===== src/sv/i2cgpio_pkg.sv =====
// ----------------------------------------------------------------------------
// i2cgpio_pkg
// Types, codes and constants of the two-port i2c gpio expander bridge.
// ----------------------------------------------------------------------------
package i2cgpio_pkg;

   localparam int unsigned PinsPerPort = 8;

   typedef struct packed {
      logic [2:0] kind;
      logic [3:0] request;
      logic [7:0] data;
   } req_type;

   typedef struct packed {
      logic [1:0] status;
      logic       read_valid;
      logic [7:0] read_data;
      logic [1:0] dev_op;
      logic [7:0] dev_addr_byte;
      logic [4:0] dev_reg;
      logic [7:0] dev_data;
      logic       last;
   } rsp_type;

   typedef struct packed {
      logic [4:0] dev_reg;
      logic [7:0] dev_data;
   } init_write_type;

   typedef enum logic [1:0] {
      SelDir  = 2'd0,
      SelLat  = 2'd1,
      SelGpio = 2'd2,
      SelPull = 2'd3
   } sel_type;

   localparam logic [2:0] KindSelect = 3'd0;
   localparam logic [2:0] KindWrite  = 3'd1;
   localparam logic [2:0] KindRead   = 3'd2;
   localparam logic [2:0] KindReply  = 3'd3;
   localparam logic [2:0] KindOpen   = 3'd4;

   localparam logic [1:0] StatusOk     = 2'd0;
   localparam logic [1:0] StatusUnrec  = 2'd1;
   localparam logic [1:0] StatusAccess = 2'd2;

   localparam logic [1:0] OpNone  = 2'd0;
   localparam logic [1:0] OpWrite = 2'd1;
   localparam logic [1:0] OpRead  = 2'd2;

   localparam logic [0:0] CsrAccessMode   = 1'd0;
   localparam logic [0:0] CsrSlaveAddress = 1'd1;

   localparam logic [1:0] AccessModeReset   = 2'd2;
   localparam logic [6:0] SlaveAddressReset = 7'd32;

   localparam logic [4:0] RegIodir  = 5'h00;
   localparam logic [4:0] RegGppu   = 5'h06;
   localparam logic [4:0] RegGpio   = 5'h09;
   localparam logic [4:0] RegOlat   = 5'h0A;
   localparam logic [4:0] RegIocon  = 5'h0B;
   localparam logic [4:0] PortBOfs  = 5'h10;
   localparam logic [7:0] IoconInit = 8'hA0;

   localparam logic [7:0] DirReset = 8'hFF;
   localparam logic [7:0] LatReset = 8'h00;
   localparam logic [7:0] OdReset  = 8'h00;

   localparam logic [3:0] MaxSelectCode = 4'd11;
   localparam logic [2:0] InitLastStep  = 3'd6;

   // device initialization sequence after an open beat
   function automatic init_write_type init_write(input logic [2:0] step);
      init_write_type w;
      case (step)
         3'd0: w = '{dev_reg: RegIocon, dev_data: IoconInit};
         3'd1: w = '{dev_reg: RegGppu, dev_data: 8'h00};
         3'd2: w = '{dev_reg: PortBOfs | RegGppu, dev_data: 8'h00};
         3'd3: w = '{dev_reg: RegIodir, dev_data: DirReset};
         3'd4: w = '{dev_reg: PortBOfs | RegIodir, dev_data: DirReset};
         3'd5: w = '{dev_reg: RegOlat, dev_data: LatReset};
         default: w = '{dev_reg: PortBOfs | RegOlat, dev_data: LatReset};
      endcase
      return w;
   endfunction

endpackage


===== src/sv/i2c_gpio_expander_bridge.sv =====
// beats are held in the input stage and results registered in the output stage;
// one result per cycle, single-result beats taken every cycle, while the output
// is not stalled; latch writes and open beats hold the input stage to their last result
// reset: synchronous, active high; port a direction selected, shadows at their
// power-up values, access_mode 2 and slave_address 32
// ----------------------------------------------------------------------------
// i2c_gpio_expander_bridge
// Host front end for a two-port i2c gpio expander with open-drain emulation.
// ----------------------------------------------------------------------------
module i2c_gpio_expander_bridge #(
   parameter int unsigned PINS_PER_PORT = i2cgpio_pkg::PinsPerPort
) (
   input  logic                 clock,
   input  logic                 reset,
   input  logic                 req_valid,
   output logic                 req_ready,
   input  i2cgpio_pkg::req_type req_item,
   output logic                 rsp_valid,
   input  logic                 rsp_ready,
   output i2cgpio_pkg::rsp_type rsp_item,
   input  logic                 csr_valid,
   output logic                 csr_ready,
   input  logic [0:0]           csr_index,
   input  logic [6:0]           csr_data
);

   localparam logic [7:0] PinMask = 8'((9'd1 << PINS_PER_PORT) - 9'd1);

   logic                 in_valid_ff, in_valid_in;
   i2cgpio_pkg::req_type in_item_ff, in_item_in;
   logic [2:0]           seq_ff, seq_in;
   logic                 rsp_valid_ff, rsp_valid_in;
   i2cgpio_pkg::rsp_type rsp_ff, rsp_in;

   logic [1:0] access_mode_ff;
   logic [6:0] slave_address_ff;

   logic                 port_ff;
   i2cgpio_pkg::sel_type sel_ff;
   logic                 pending_ff;
   logic [7:0]           dir_ff [2];
   logic [7:0]           lat_ff [2];
   logic [7:0]           od_ff  [2];

   logic                        out_free, fire, accept, write_ok, read_ok;
   logic [4:0]                  ofs;
   logic [7:0]                  cur_dir, cur_lat, cur_od, d, lat_out, dir_out;
   i2cgpio_pkg::rsp_type        cur;
   i2cgpio_pkg::init_write_type init_w;

   assign csr_ready = 1'b1;
   assign rsp_valid = rsp_valid_ff;
   assign rsp_item  = rsp_ff;

   assign out_free = !rsp_valid_ff || rsp_ready;
   assign fire     = in_valid_ff && out_free;
   assign req_ready = !in_valid_ff || (out_free && cur.last);
   assign accept   = req_valid && req_ready;

   assign write_ok = access_mode_ff[0] || access_mode_ff[1];
   assign read_ok  = access_mode_ff[1] || !access_mode_ff[0];
   assign ofs      = port_ff ? i2cgpio_pkg::PortBOfs : 5'h00;
   assign cur_dir  = dir_ff[port_ff];
   assign cur_lat  = lat_ff[port_ff];
   assign cur_od   = od_ff[port_ff];
   assign d        = in_item_ff.data;
   assign init_w   = i2cgpio_pkg::init_write(seq_ff);

   // open-drain emulation, pins above the port width pass through
   assign lat_out = (d & ~PinMask) | (d & ~cur_dir & ~cur_od & PinMask);
   assign dir_out = (cur_dir & ~PinMask) | ((cur_dir | (cur_od & d)) & PinMask);

   always_comb begin
      cur      = '0;
      cur.last = 1'b1;
      case (in_item_ff.kind)
         i2cgpio_pkg::KindSelect: begin
            if (in_item_ff.request > i2cgpio_pkg::MaxSelectCode) begin
               cur.status = i2cgpio_pkg::StatusUnrec;
            end
         end
         i2cgpio_pkg::KindWrite: begin
            if (!write_ok) begin
               cur.status = i2cgpio_pkg::StatusAccess;
            end else if (pending_ff) begin
               cur.dev_op = i2cgpio_pkg::OpNone;
            end else if (sel_ff == i2cgpio_pkg::SelDir) begin
               cur.dev_op   = i2cgpio_pkg::OpWrite;
               cur.dev_reg  = ofs | i2cgpio_pkg::RegIodir;
               cur.dev_data = d;
            end else if (sel_ff == i2cgpio_pkg::SelPull) begin
               cur.dev_op   = i2cgpio_pkg::OpWrite;
               cur.dev_reg  = ofs | i2cgpio_pkg::RegGppu;
               cur.dev_data = d;
            end else if (seq_ff == 3'd0) begin
               cur.dev_op   = i2cgpio_pkg::OpWrite;
               cur.dev_reg  = ofs | i2cgpio_pkg::RegOlat;
               cur.dev_data = lat_out;
               cur.last     = 1'b0;
            end else begin
               cur.dev_op   = i2cgpio_pkg::OpWrite;
               cur.dev_reg  = ofs | i2cgpio_pkg::RegIodir;
               cur.dev_data = dir_out;
            end
         end
         i2cgpio_pkg::KindRead: begin
            if (!read_ok) begin
               cur.status = i2cgpio_pkg::StatusAccess;
            end else if (pending_ff) begin
               cur.read_valid = 1'b1;
               cur.read_data  = cur_od;
            end else if (sel_ff == i2cgpio_pkg::SelDir) begin
               cur.read_valid = 1'b1;
               cur.read_data  = cur_dir;
            end else if (sel_ff == i2cgpio_pkg::SelLat) begin
               cur.read_valid = 1'b1;
               cur.read_data  = cur_lat;
            end else if (sel_ff == i2cgpio_pkg::SelGpio) begin
               cur.dev_op  = i2cgpio_pkg::OpRead;
               cur.dev_reg = ofs | i2cgpio_pkg::RegGpio;
            end else begin
               cur.dev_op  = i2cgpio_pkg::OpRead;
               cur.dev_reg = ofs | i2cgpio_pkg::RegGppu;
            end
         end
         i2cgpio_pkg::KindReply: begin
            cur.read_valid = 1'b1;
            cur.read_data  = d;
         end
         i2cgpio_pkg::KindOpen: begin
            cur.dev_op   = i2cgpio_pkg::OpWrite;
            cur.dev_reg  = init_w.dev_reg;
            cur.dev_data = init_w.dev_data;
            cur.last     = (seq_ff == i2cgpio_pkg::InitLastStep);
         end
         default: begin
            cur.status = i2cgpio_pkg::StatusUnrec;
         end
      endcase
      if (cur.dev_op == i2cgpio_pkg::OpWrite) begin
         cur.dev_addr_byte = {slave_address_ff, 1'b0};
      end else if (cur.dev_op == i2cgpio_pkg::OpRead) begin
         cur.dev_addr_byte = {slave_address_ff, 1'b1};
      end
   end

   always_comb begin
      in_item_in   = in_item_ff;
      in_valid_in  = in_valid_ff;
      seq_in       = seq_ff;
      rsp_in       = rsp_ff;
      rsp_valid_in = rsp_valid_ff && !rsp_ready;
      if (fire) begin
         rsp_in       = cur;
         rsp_valid_in = 1'b1;
         if (cur.last) begin
            in_valid_in = 1'b0;
            seq_in      = 3'd0;
         end else begin
            seq_in = seq_ff + 3'd1;
         end
      end
      if (accept) begin
         in_item_in  = req_item;
         in_valid_in = 1'b1;
         seq_in      = 3'd0;
      end
   end

   always_ff @(posedge clock) begin
      in_item_ff <= in_item_in;
      rsp_ff     <= rsp_in;
      if (reset) begin
         in_valid_ff  <= 1'b0;
         seq_ff       <= 3'd0;
         rsp_valid_ff <= 1'b0;
      end else begin
         in_valid_ff  <= in_valid_in;
         seq_ff       <= seq_in;
         rsp_valid_ff <= rsp_valid_in;
      end
   end

   always_ff @(posedge clock) begin
      if (reset) begin
         access_mode_ff   <= i2cgpio_pkg::AccessModeReset;
         slave_address_ff <= i2cgpio_pkg::SlaveAddressReset;
      end else if (csr_valid) begin
         unique case (csr_index)
            i2cgpio_pkg::CsrAccessMode:   access_mode_ff   <= csr_data[1:0];
            i2cgpio_pkg::CsrSlaveAddress: slave_address_ff <= csr_data;
            default: ;
         endcase
      end
   end

   // state moves on when a beat's last result is registered
   always_ff @(posedge clock) begin
      if (reset) begin
         port_ff    <= 1'b0;
         sel_ff     <= i2cgpio_pkg::SelDir;
         pending_ff <= 1'b0;
         dir_ff     <= '{i2cgpio_pkg::DirReset, i2cgpio_pkg::DirReset};
         lat_ff     <= '{i2cgpio_pkg::LatReset, i2cgpio_pkg::LatReset};
         od_ff      <= '{i2cgpio_pkg::OdReset, i2cgpio_pkg::OdReset};
      end else if (fire && cur.last) begin
         case (in_item_ff.kind)
            i2cgpio_pkg::KindSelect: begin
               if (in_item_ff.request <= i2cgpio_pkg::MaxSelectCode) begin
                  port_ff <= in_item_ff.request[0];
                  unique case (in_item_ff.request[3:1]) inside
                     3'd0: sel_ff <= i2cgpio_pkg::SelDir;
                     3'd1: begin
                        sel_ff     <= i2cgpio_pkg::SelDir;
                        pending_ff <= 1'b1;
                     end
                     3'd2, 3'd3: sel_ff <= i2cgpio_pkg::SelLat;
                     3'd4: sel_ff <= i2cgpio_pkg::SelGpio;
                     default: sel_ff <= i2cgpio_pkg::SelPull;
                  endcase
               end
            end
            i2cgpio_pkg::KindWrite: begin
               if (write_ok) begin
                  if (pending_ff) begin
                     pending_ff     <= 1'b0;
                     od_ff[port_ff] <= d;
                  end else if (sel_ff == i2cgpio_pkg::SelDir) begin
                     dir_ff[port_ff] <= d;
                  end else if (sel_ff != i2cgpio_pkg::SelPull) begin
                     lat_ff[port_ff] <= d;
                  end
               end
            end
            i2cgpio_pkg::KindRead: begin
               if (read_ok) begin
                  pending_ff <= 1'b0;
               end
            end
            i2cgpio_pkg::KindOpen: begin
               port_ff    <= 1'b0;
               sel_ff     <= i2cgpio_pkg::SelDir;
               pending_ff <= 1'b0;
               dir_ff     <= '{i2cgpio_pkg::DirReset, i2cgpio_pkg::DirReset};
               lat_ff     <= '{i2cgpio_pkg::LatReset, i2cgpio_pkg::LatReset};
               od_ff      <= '{i2cgpio_pkg::OdReset, i2cgpio_pkg::OdReset};
            end
            default: ;
         endcase
      end
   end

`ifndef ASSERT_OFF
   // a burst in flight keeps its input beat held
   a_burst_holds_item: assert property (@(posedge clock) disable iff (reset)
      (rsp_valid_ff && !rsp_ff.last) |-> in_valid_ff)
      else $error("non-final result without held input beat");

   // an error result ends its beat and drives no device access
   a_error_is_single: assert property (@(posedge clock) disable iff (reset)
      (rsp_valid_ff && rsp_ff.status != i2cgpio_pkg::StatusOk)
         |-> (rsp_ff.last && rsp_ff.dev_op == i2cgpio_pkg::OpNone))
      else $error("error result with device access or follow-on");

   // a host answer never comes with a device access
   a_read_no_dev: assert property (@(posedge clock) disable iff (reset)
      (rsp_valid_ff && rsp_ff.read_valid) |-> (rsp_ff.dev_op == i2cgpio_pkg::OpNone))
      else $error("host read data together with device access");
`endif

endmodule

===== config.mk =====
export PLATFORM = sky130hd
export DESIGN_NAME = i2c_gpio_expander_bridge
export DESIGN_NICKNAME = d
export VERILOG_FILES = /design/src/sv/i2cgpio_pkg.sv /design/src/sv/i2c_gpio_expander_bridge.sv
export SDC_FILE = /design/constraint.sdc
export NUM_CORES = 1
export LEC_CHECK = 0
export BUFFER_PORTS_ARGS = -buffer_cell sky130_fd_sc_hd__buf_2
export CAP_MARGIN = 15
export CELL_PAD_IN_SITES_DETAIL_PLACEMENT = 0
export CELL_PAD_IN_SITES_GLOBAL_PLACEMENT = 1
export CORE_MARGIN = 10
export CORE_UTILIZATION = 49
export CTS_CLUSTER_DIAMETER = 100
export DETAILED_ROUTE_END_ITERATION = 6
export GPL_TIMING_DRIVEN = 0
export PLACE_DENSITY_LB_ADDON = 0.1
export SLEW_MARGIN = 5
export SYNTH_ARGS = -nofsm -noshare
export SYNTH_HDL_FRONTEND = slang
export SYNTH_SLANG_ARGS = --single-unit

===== constraint.sdc =====
create_clock -name clock -period 3.6 [get_ports clock]
set_input_delay 0.18 -clock clock [delete_from_list [all_inputs] [get_ports clock]]
set_output_delay 0.18 -clock clock [all_outputs]
set_load 0.05 [all_outputs]

# Word-level counts from Yosys, hierarchy flattened
# Cells that the tools add are included.
dict set report totals {
  in_bits 28
  wordCells 178
  register_bits 116
  out_inout_bits 38
}
dict set report classes {
  n_eq_ne 29
  n_reduce_logical 35
  bitwise 8
  order_cmp 4
  n_addsub 1
  mux 75
}
# op n
set ops {}
lappend ops {{two-way mux 16 bit} 9}
lappend ops {{two-way mux 8 bit} 12}
lappend ops {{one-hot mux 16 bit (2 select lines)} 3}
lappend ops {{one-hot mux 13 bit (6 select lines)} 1}
lappend ops {{bitwise mux 16 bit} 3}
lappend ops {{two-way mux 12 bit} 3}
lappend ops {{one-hot mux 9 bit (2 select lines)} 2}
lappend ops {{two-way mux 14 bit} 2}
lappend ops {{two-way mux 9 bit} 3}
lappend ops {{two-way mux 5 bit} 5}
lappend ops {{AND 8 bit} 3}
lappend ops {{!= test 2 bit, second input constant} 10}
lappend ops {{== test 3 x 2 -> 1 bit, second input constant} 6}
lappend ops {{NOT 8 bit} 2}
lappend ops {{== test 3 bit, second input constant} 5}
lappend ops {{two-way mux 1 bit} 15}
lappend ops {{one-hot mux 5 bit (3 select lines)} 1}
lappend ops {{two-way mux 2 bit} 6}
lappend ops {{one-hot mux 2 bit (3 select lines)} 2}
lappend ops {{AND reduction 6 bit} 2}
lappend ops {{two-way mux 11 bit} 1}
lappend ops {{== test 3 x 1 -> 1 bit, second input constant} 3}
lappend ops {{zero test 3 bit} 3}
lappend ops {{demux 8 bit (select 1 bit)} 1}
lappend ops {{27 further kinds} 49}

# Logic depth before layout (Yosys ltp)
dict set report logic_depth {
  depth_word 18
  depth_mapped 10
  mapped_depth_nobuf 7
}

# Worst setup path after synthesis
# No wires, ideal clock.
dict set report synth_path {
  path_kind {reg-to-reg}
  startpoint {register seq_ff[0]}
  endpoint {register in_item_ff (netlist bit d[0]), enable pin}
  required_ns 3.224
  setup_ns 0.376
  slack_ns 0.052
  n_path_buf 1
  t_arrival_ns 3.172
  period_less_slack_ns 3.548
  stages_incl_launch_ff 8
  cell_sequence {dfxtp_1 > inv_1 > ha_1 > nand2b_1 > clkbuf_1 > nor4_4 > o31ai_1 > and2_1}
}
dict set report synth_via {
  elab_chain_len 10
  elab_cells_between_ends 11
  cone_classes {eq/ne: 1; mux: 6; reduce/logical: 4}
}
# item line_no
set synth_lines {}
lappend synth_lines {{from (decl)} i2c_gpio_expander_bridge.sv:31} ;# logic [2:0] seq_ff, seq_in;
lappend synth_lines {{from (signal assigned)} i2c_gpio_expander_bridge.sv:179} ;# seq_ff <= seq_in;
lappend synth_lines {{zero test 3 bit} i2c_gpio_expander_bridge.sv:95} ;# end else if (seq_ff == 3'd0) begin
lappend synth_lines {{two-way mux 1 bit} i2c_gpio_expander_bridge.sv:95}
lappend synth_lines {{two-way mux 1 bit} i2c_gpio_expander_bridge.sv:91} ;# end else if (sel_ff == i2cgpio_pkg::SelPull) begin
lappend synth_lines {{two-way mux 1 bit} i2c_gpio_expander_bridge.sv:87} ;# end else if (sel_ff == i2cgpio_pkg::SelDir) begin
lappend synth_lines {{two-way mux 14 bit} i2c_gpio_expander_bridge.sv:85} ;# end else if (pending_ff) begin
lappend synth_lines {{two-way mux 14 bit} i2c_gpio_expander_bridge.sv:83} ;# if (!write_ok) begin
lappend synth_lines {{one-hot mux 9 bit (2 select lines) *} i2c_gpio_expander_bridge.sv:76} ;# case (in_item_ff.kind)
lappend synth_lines {{logical AND 1 bit *} i2c_gpio_expander_bridge.sv:57} ;# assign req_ready = !in_valid_ff || (out_free && cur.last);
lappend synth_lines {{logical OR 1 bit *} i2c_gpio_expander_bridge.sv:57}
lappend synth_lines {{via req_ready} i2c_gpio_expander_bridge.sv:16} ;# output logic req_ready,
lappend synth_lines {{logical AND 1 bit *} i2c_gpio_expander_bridge.sv:58} ;# assign accept = req_valid && req_ready;
lappend synth_lines {{via accept} i2c_gpio_expander_bridge.sv:45} ;# logic out_free, fire, accept, write_ok, read_ok;
lappend synth_lines {{to (signal assigned)} i2c_gpio_expander_bridge.sv:171} ;# in_item_ff <= in_item_in;
lappend synth_lines {{to (decl)} i2c_gpio_expander_bridge.sv:30} ;# i2cgpio_pkg::req_type in_item_ff, in_item_in;
# Mark *: on every way through the listed nets, which the timed path passes. The rest lies on a longest branch.
# A chain may end at the register's enable or synchronous reset.

# Final worst setup path
dict set report layout_path {
  startpoint {register seq_ff[0]}
  endpoint {register in_item_ff (netlist bit d[4]), enable pin}
}
dict set report layout_via {
  elab_chain_len 10
  elab_cells_between_ends 11
  cone_classes {eq/ne: 1; mux: 6; reduce/logical: 4}
}
# item line_no
set layout_lines {}
lappend layout_lines {{zero test 3 bit} i2c_gpio_expander_bridge.sv:95}
lappend layout_lines {{two-way mux 1 bit} i2c_gpio_expander_bridge.sv:95}
lappend layout_lines {{two-way mux 1 bit} i2c_gpio_expander_bridge.sv:91}
lappend layout_lines {{two-way mux 1 bit} i2c_gpio_expander_bridge.sv:87}
lappend layout_lines {{two-way mux 14 bit} i2c_gpio_expander_bridge.sv:85}
lappend layout_lines {{two-way mux 14 bit} i2c_gpio_expander_bridge.sv:83}
lappend layout_lines {{one-hot mux 9 bit (2 select lines) *} i2c_gpio_expander_bridge.sv:76}
lappend layout_lines {{logical AND 1 bit *} i2c_gpio_expander_bridge.sv:57}
lappend layout_lines {{logical OR 1 bit *} i2c_gpio_expander_bridge.sv:57}
lappend layout_lines {{logical AND 1 bit *} i2c_gpio_expander_bridge.sv:58}
lappend layout_lines {{via accept} i2c_gpio_expander_bridge.sv:45}
# Marks and branches as above.

==> summary.txt <==
Run status
  • Outcome: finished, final reports clean

STA
  • Max Fclk: 0.329 GHz
  • Final min period: 3.04 ns
  • Slew @ Worst Pin: 1.03 ns
  • Slew Limit Fails: 0
  • Final Hold Viols: 0
  • RSZ-0062 raised after global routing: no
  • Slew margin rel.: 30.7%
  • Total negative slack: 0 ns
  • Setup-failing EPs final: 0
  • Clk_skew: 0.00843 ns
  • Period utilization: 84.4%

Logic synthesis
  • Syn Nets: 545
  • Yosys cell types: 64
  • Cell Area, Synth: 0.00534 mm^2
  • Synthesized instance count: 512
  • Post-synth EDFFs: 50
  • Warning count from the yosys run: 0
  • Post-synthesis register bit count: 116
  • Sequential area share after synthesis: 52.9%
  • Most used DFF post-synth: dfxtp_1
  • Avg Inst Size Synth: 10.4 um^2
  • Async SR Flop Fraction: 0%

Power
  • Pwr/cell area: 498 mW/mm^2
  • Peak supply drop: 291 uV
  • Static leakage: 2.37 nW

Worst setup path
  • CP cell instances: inv_1, ha_1, nand2b_1, clkbuf_1, nor4_4, o31ai_1, and2_1
  • CP delay by family, top: simple AND/OR/NAND/NOR gates
  • CP startpoint kind: flip-flop
  • Data required, critical path: 3.76 ns
  • Crit path max fanout: 18
  • CP max stage cell: and2_1
  • Worst Path Arrival: 3.20 ns
  • Crit. End Element: flip-flop
  • Max incr delay on CP: 0.73 ns
  • Setup CP Type: reg2reg
  • Worst Path Buf+Inv: 2

Clock tree
  • Worst-path clk slew: 0.05 ns
  • Num CTS Buffers: 17
  • Clock tree sinks: 116
  • Post-CTS Setup Inserts: 0
  • CTS tree: built
  • Worst-Skew Late Latency: 0.53 ns
  • CTS resizes: 0
  • CTS Buffer Depth: 2
  • H-Tree Depth: 4
  • Root buffer cell: clkbuf_8

Final layout
  • Final net count: 650
  • Fin cells: 770
  • Commonest non-fill, non-tap cells in the layout: 66 x buf_2, 66 x dfxtp_1, 50 x edfxtp_1
  • Fillers: 919
  • Layout cells sized above 1: 20.5%
  • N_diodes: 0
  • Multi-input logic area: 0.00232 mm^2
  • Register area: 0.00282 mm^2
  • Fin area: 0.00663 mm^2
  • Synth-to-Final Area Change: 24.2%

Drt
  • Total number of vias: 4397
  • Final ANT Viol Nets: 0
  • Starting DRT DRC Count: 404
  • Vias per cell: 5.71
  • Routed WL: 13900 um
  • Drt drc: 0
  • Drt pass-1 iters: 5
  • WL/cell: 18.0 um

Floorplan
  • Die Height: 124 um
  • Initial core utilization: 49.7%
  • Die area: 0.0155 mm^2
  • Top Ports: 66
  • FP Rows: 38
  • Core Region: 0.0107 mm^2
  • Die Span X: 124 um

Global route
  • Initial antenna violation count: 0
  • Pin count of the biggest net entering global routing: 41
  • Total Routing Usage GR: 17.8%
  • First-pass GRT wire length: 22500 um
  • Vias in the first global route: 4259
  • Gr ovfl total: 0

Placed design
  • HPWL after DPL: 9440 um
  • DP Cell Count: 714
  • Area after DPL: 0.00583 mm^2
  • Port bufs: 62
  • GPL Wtd Cong: 0.846

Worst hold path
  • Hold/Removal Path Class: in2reg

Job
  • Max-Cap Viols: 0
-- sequential cells by signal (all words and copies together), names as in the netlist, 2 cells and up --
signal	flops
rsp_item	35
dir_ff	16
lat_ff	16
od_ff	16
d	8
in_item_ff	7
slave_address_ff	7
seq_ff	3
access_mode_ff	2
sel_ff	2
-- cell type report --
class,instances,share of cell area [%]
flip-flops and latches,116,42.6
multi-input cells,347,35.1
repair buffers,86,8.31
clock buffers,27,7.59
well taps,140,2.64
plain buffers,39,2.45
clock inverters,5,0.755
inverters,10,0.566
-- worst register-to-register path, stage by stage, from the launching register on --
cell,delay (ns)
dfxtp_1,0.44
inv_1,0.10
ha_1,0.30
nand2b_1,0.10
clkbuf_1,0.46
nor4_4,0.17
o31ai_1,0.37
and2_1,0.73
-- path summary, 6_finish.rpt --
kind	startpoint	end	slack, ns	depth (start not counted)
max	seq_ff[0]	d[4]	0.56	7
min	csr_index	slave_address_ff[1]	0.05	3
max reg2reg	seq_ff[0]	d[4]	0.56	7
min reg2reg	slave_address_ff[6]	slave_address_ff[6]	0.45	2
-- cell usage after synthesis (all sizes together) (3+ instances only) --
master | instances | area, um^2
nor4 | 4 | 40.0
nor2 | 32 | 123
nor3b | 4 | 35.0
a22oi | 9 | 67.6
ha | 5 | 62.6
dfxtp | 66 | 1320
or3b | 4 | 35.0
edfxtp | 50 | 1500
nand2 | 25 | 93.8
buf | 13 | 65.1
or2 | 3 | 18.8
a22o | 16 | 140
inv | 9 | 33.8
a21oi | 46 | 234
o31ai | 9 | 67.6
nand3 | 25 | 125
clkbuf | 26 | 97.6
a211oi | 4 | 35.0
mux2i | 13 | 130
mux2 | 16 | 180
nor3 | 5 | 25.0
o22a | 16 | 140
nand3b | 3 | 22.5
a21o | 3 | 22.5
and2 | 3 | 18.8
nand2b | 7 | 43.8
nor4b | 3 | 47.5
o21ai | 39 | 195
a2bb2oi | 9 | 78.8
nor2b | 16 | 100
-- report_power, final --
part / leakage [nW] / internal [W] / total, W / switching (W)
logic: 1.08 / 0.0000951 / 0.000308 / 0.000213
clock network: 0.275 / 0.00101 / 0.00155 / 0.000548
registers: 1.02 / 0.00142 / 0.00144 / 0.0000161
total: 2.37 / 0.00252 / 0.00330 / 0.000777
-- cells by family after synthesis --
logic type / count (synthesis) / synth area share (%)
simple gates: 139 / 14.3
compound gates: 170 / 21.3
buf+inv: 49 / 3.75
mux: 29 / 5.82
fa+ha+maj: 6 / 1.36
other cells: 1 / 0.0703
xor+xnor: 2 / 0.469
flops: 116 / 52.9
-- per-layer routing --
metal / up-vias / wire, um / GRT usage [%]
li1: 2118 / - / -
met3: 23 / 1070 / 5.06
met1: 2083 / 6350 / 23.4
met4: 0 / 227 / 7.27
met2: 173 / 6210 / 26.8
met5: - / 0 / 0
-- timing repair --
item	in CTS	in global routing
hold endpoints to repair	26	0
endpoints found under the setup margin	0	0
hold buffers	24	0
-- per-stage QoR --
stage | util, % | total power, W | setup WS, ns | hold WS, ns
2_1_floorplan | - | 0.00166 | 0.0517 | 0.279
3_3_place_gp | 54.2 | 0.00175 | 0.588 | 0.356
3_5_place_dp | 54.3 | 0.00175 | 0.543 | 0.358
4_1_cts | 61.7 | 0.00332 | 0.540 | 0.0290
5_1_grt | 61.7 | 0.00341 | 0.260 | 0.0806
6_report | 61.7 | 0.00330 | 0.560 | 0.0465
(Power assumes the default switching activity.)
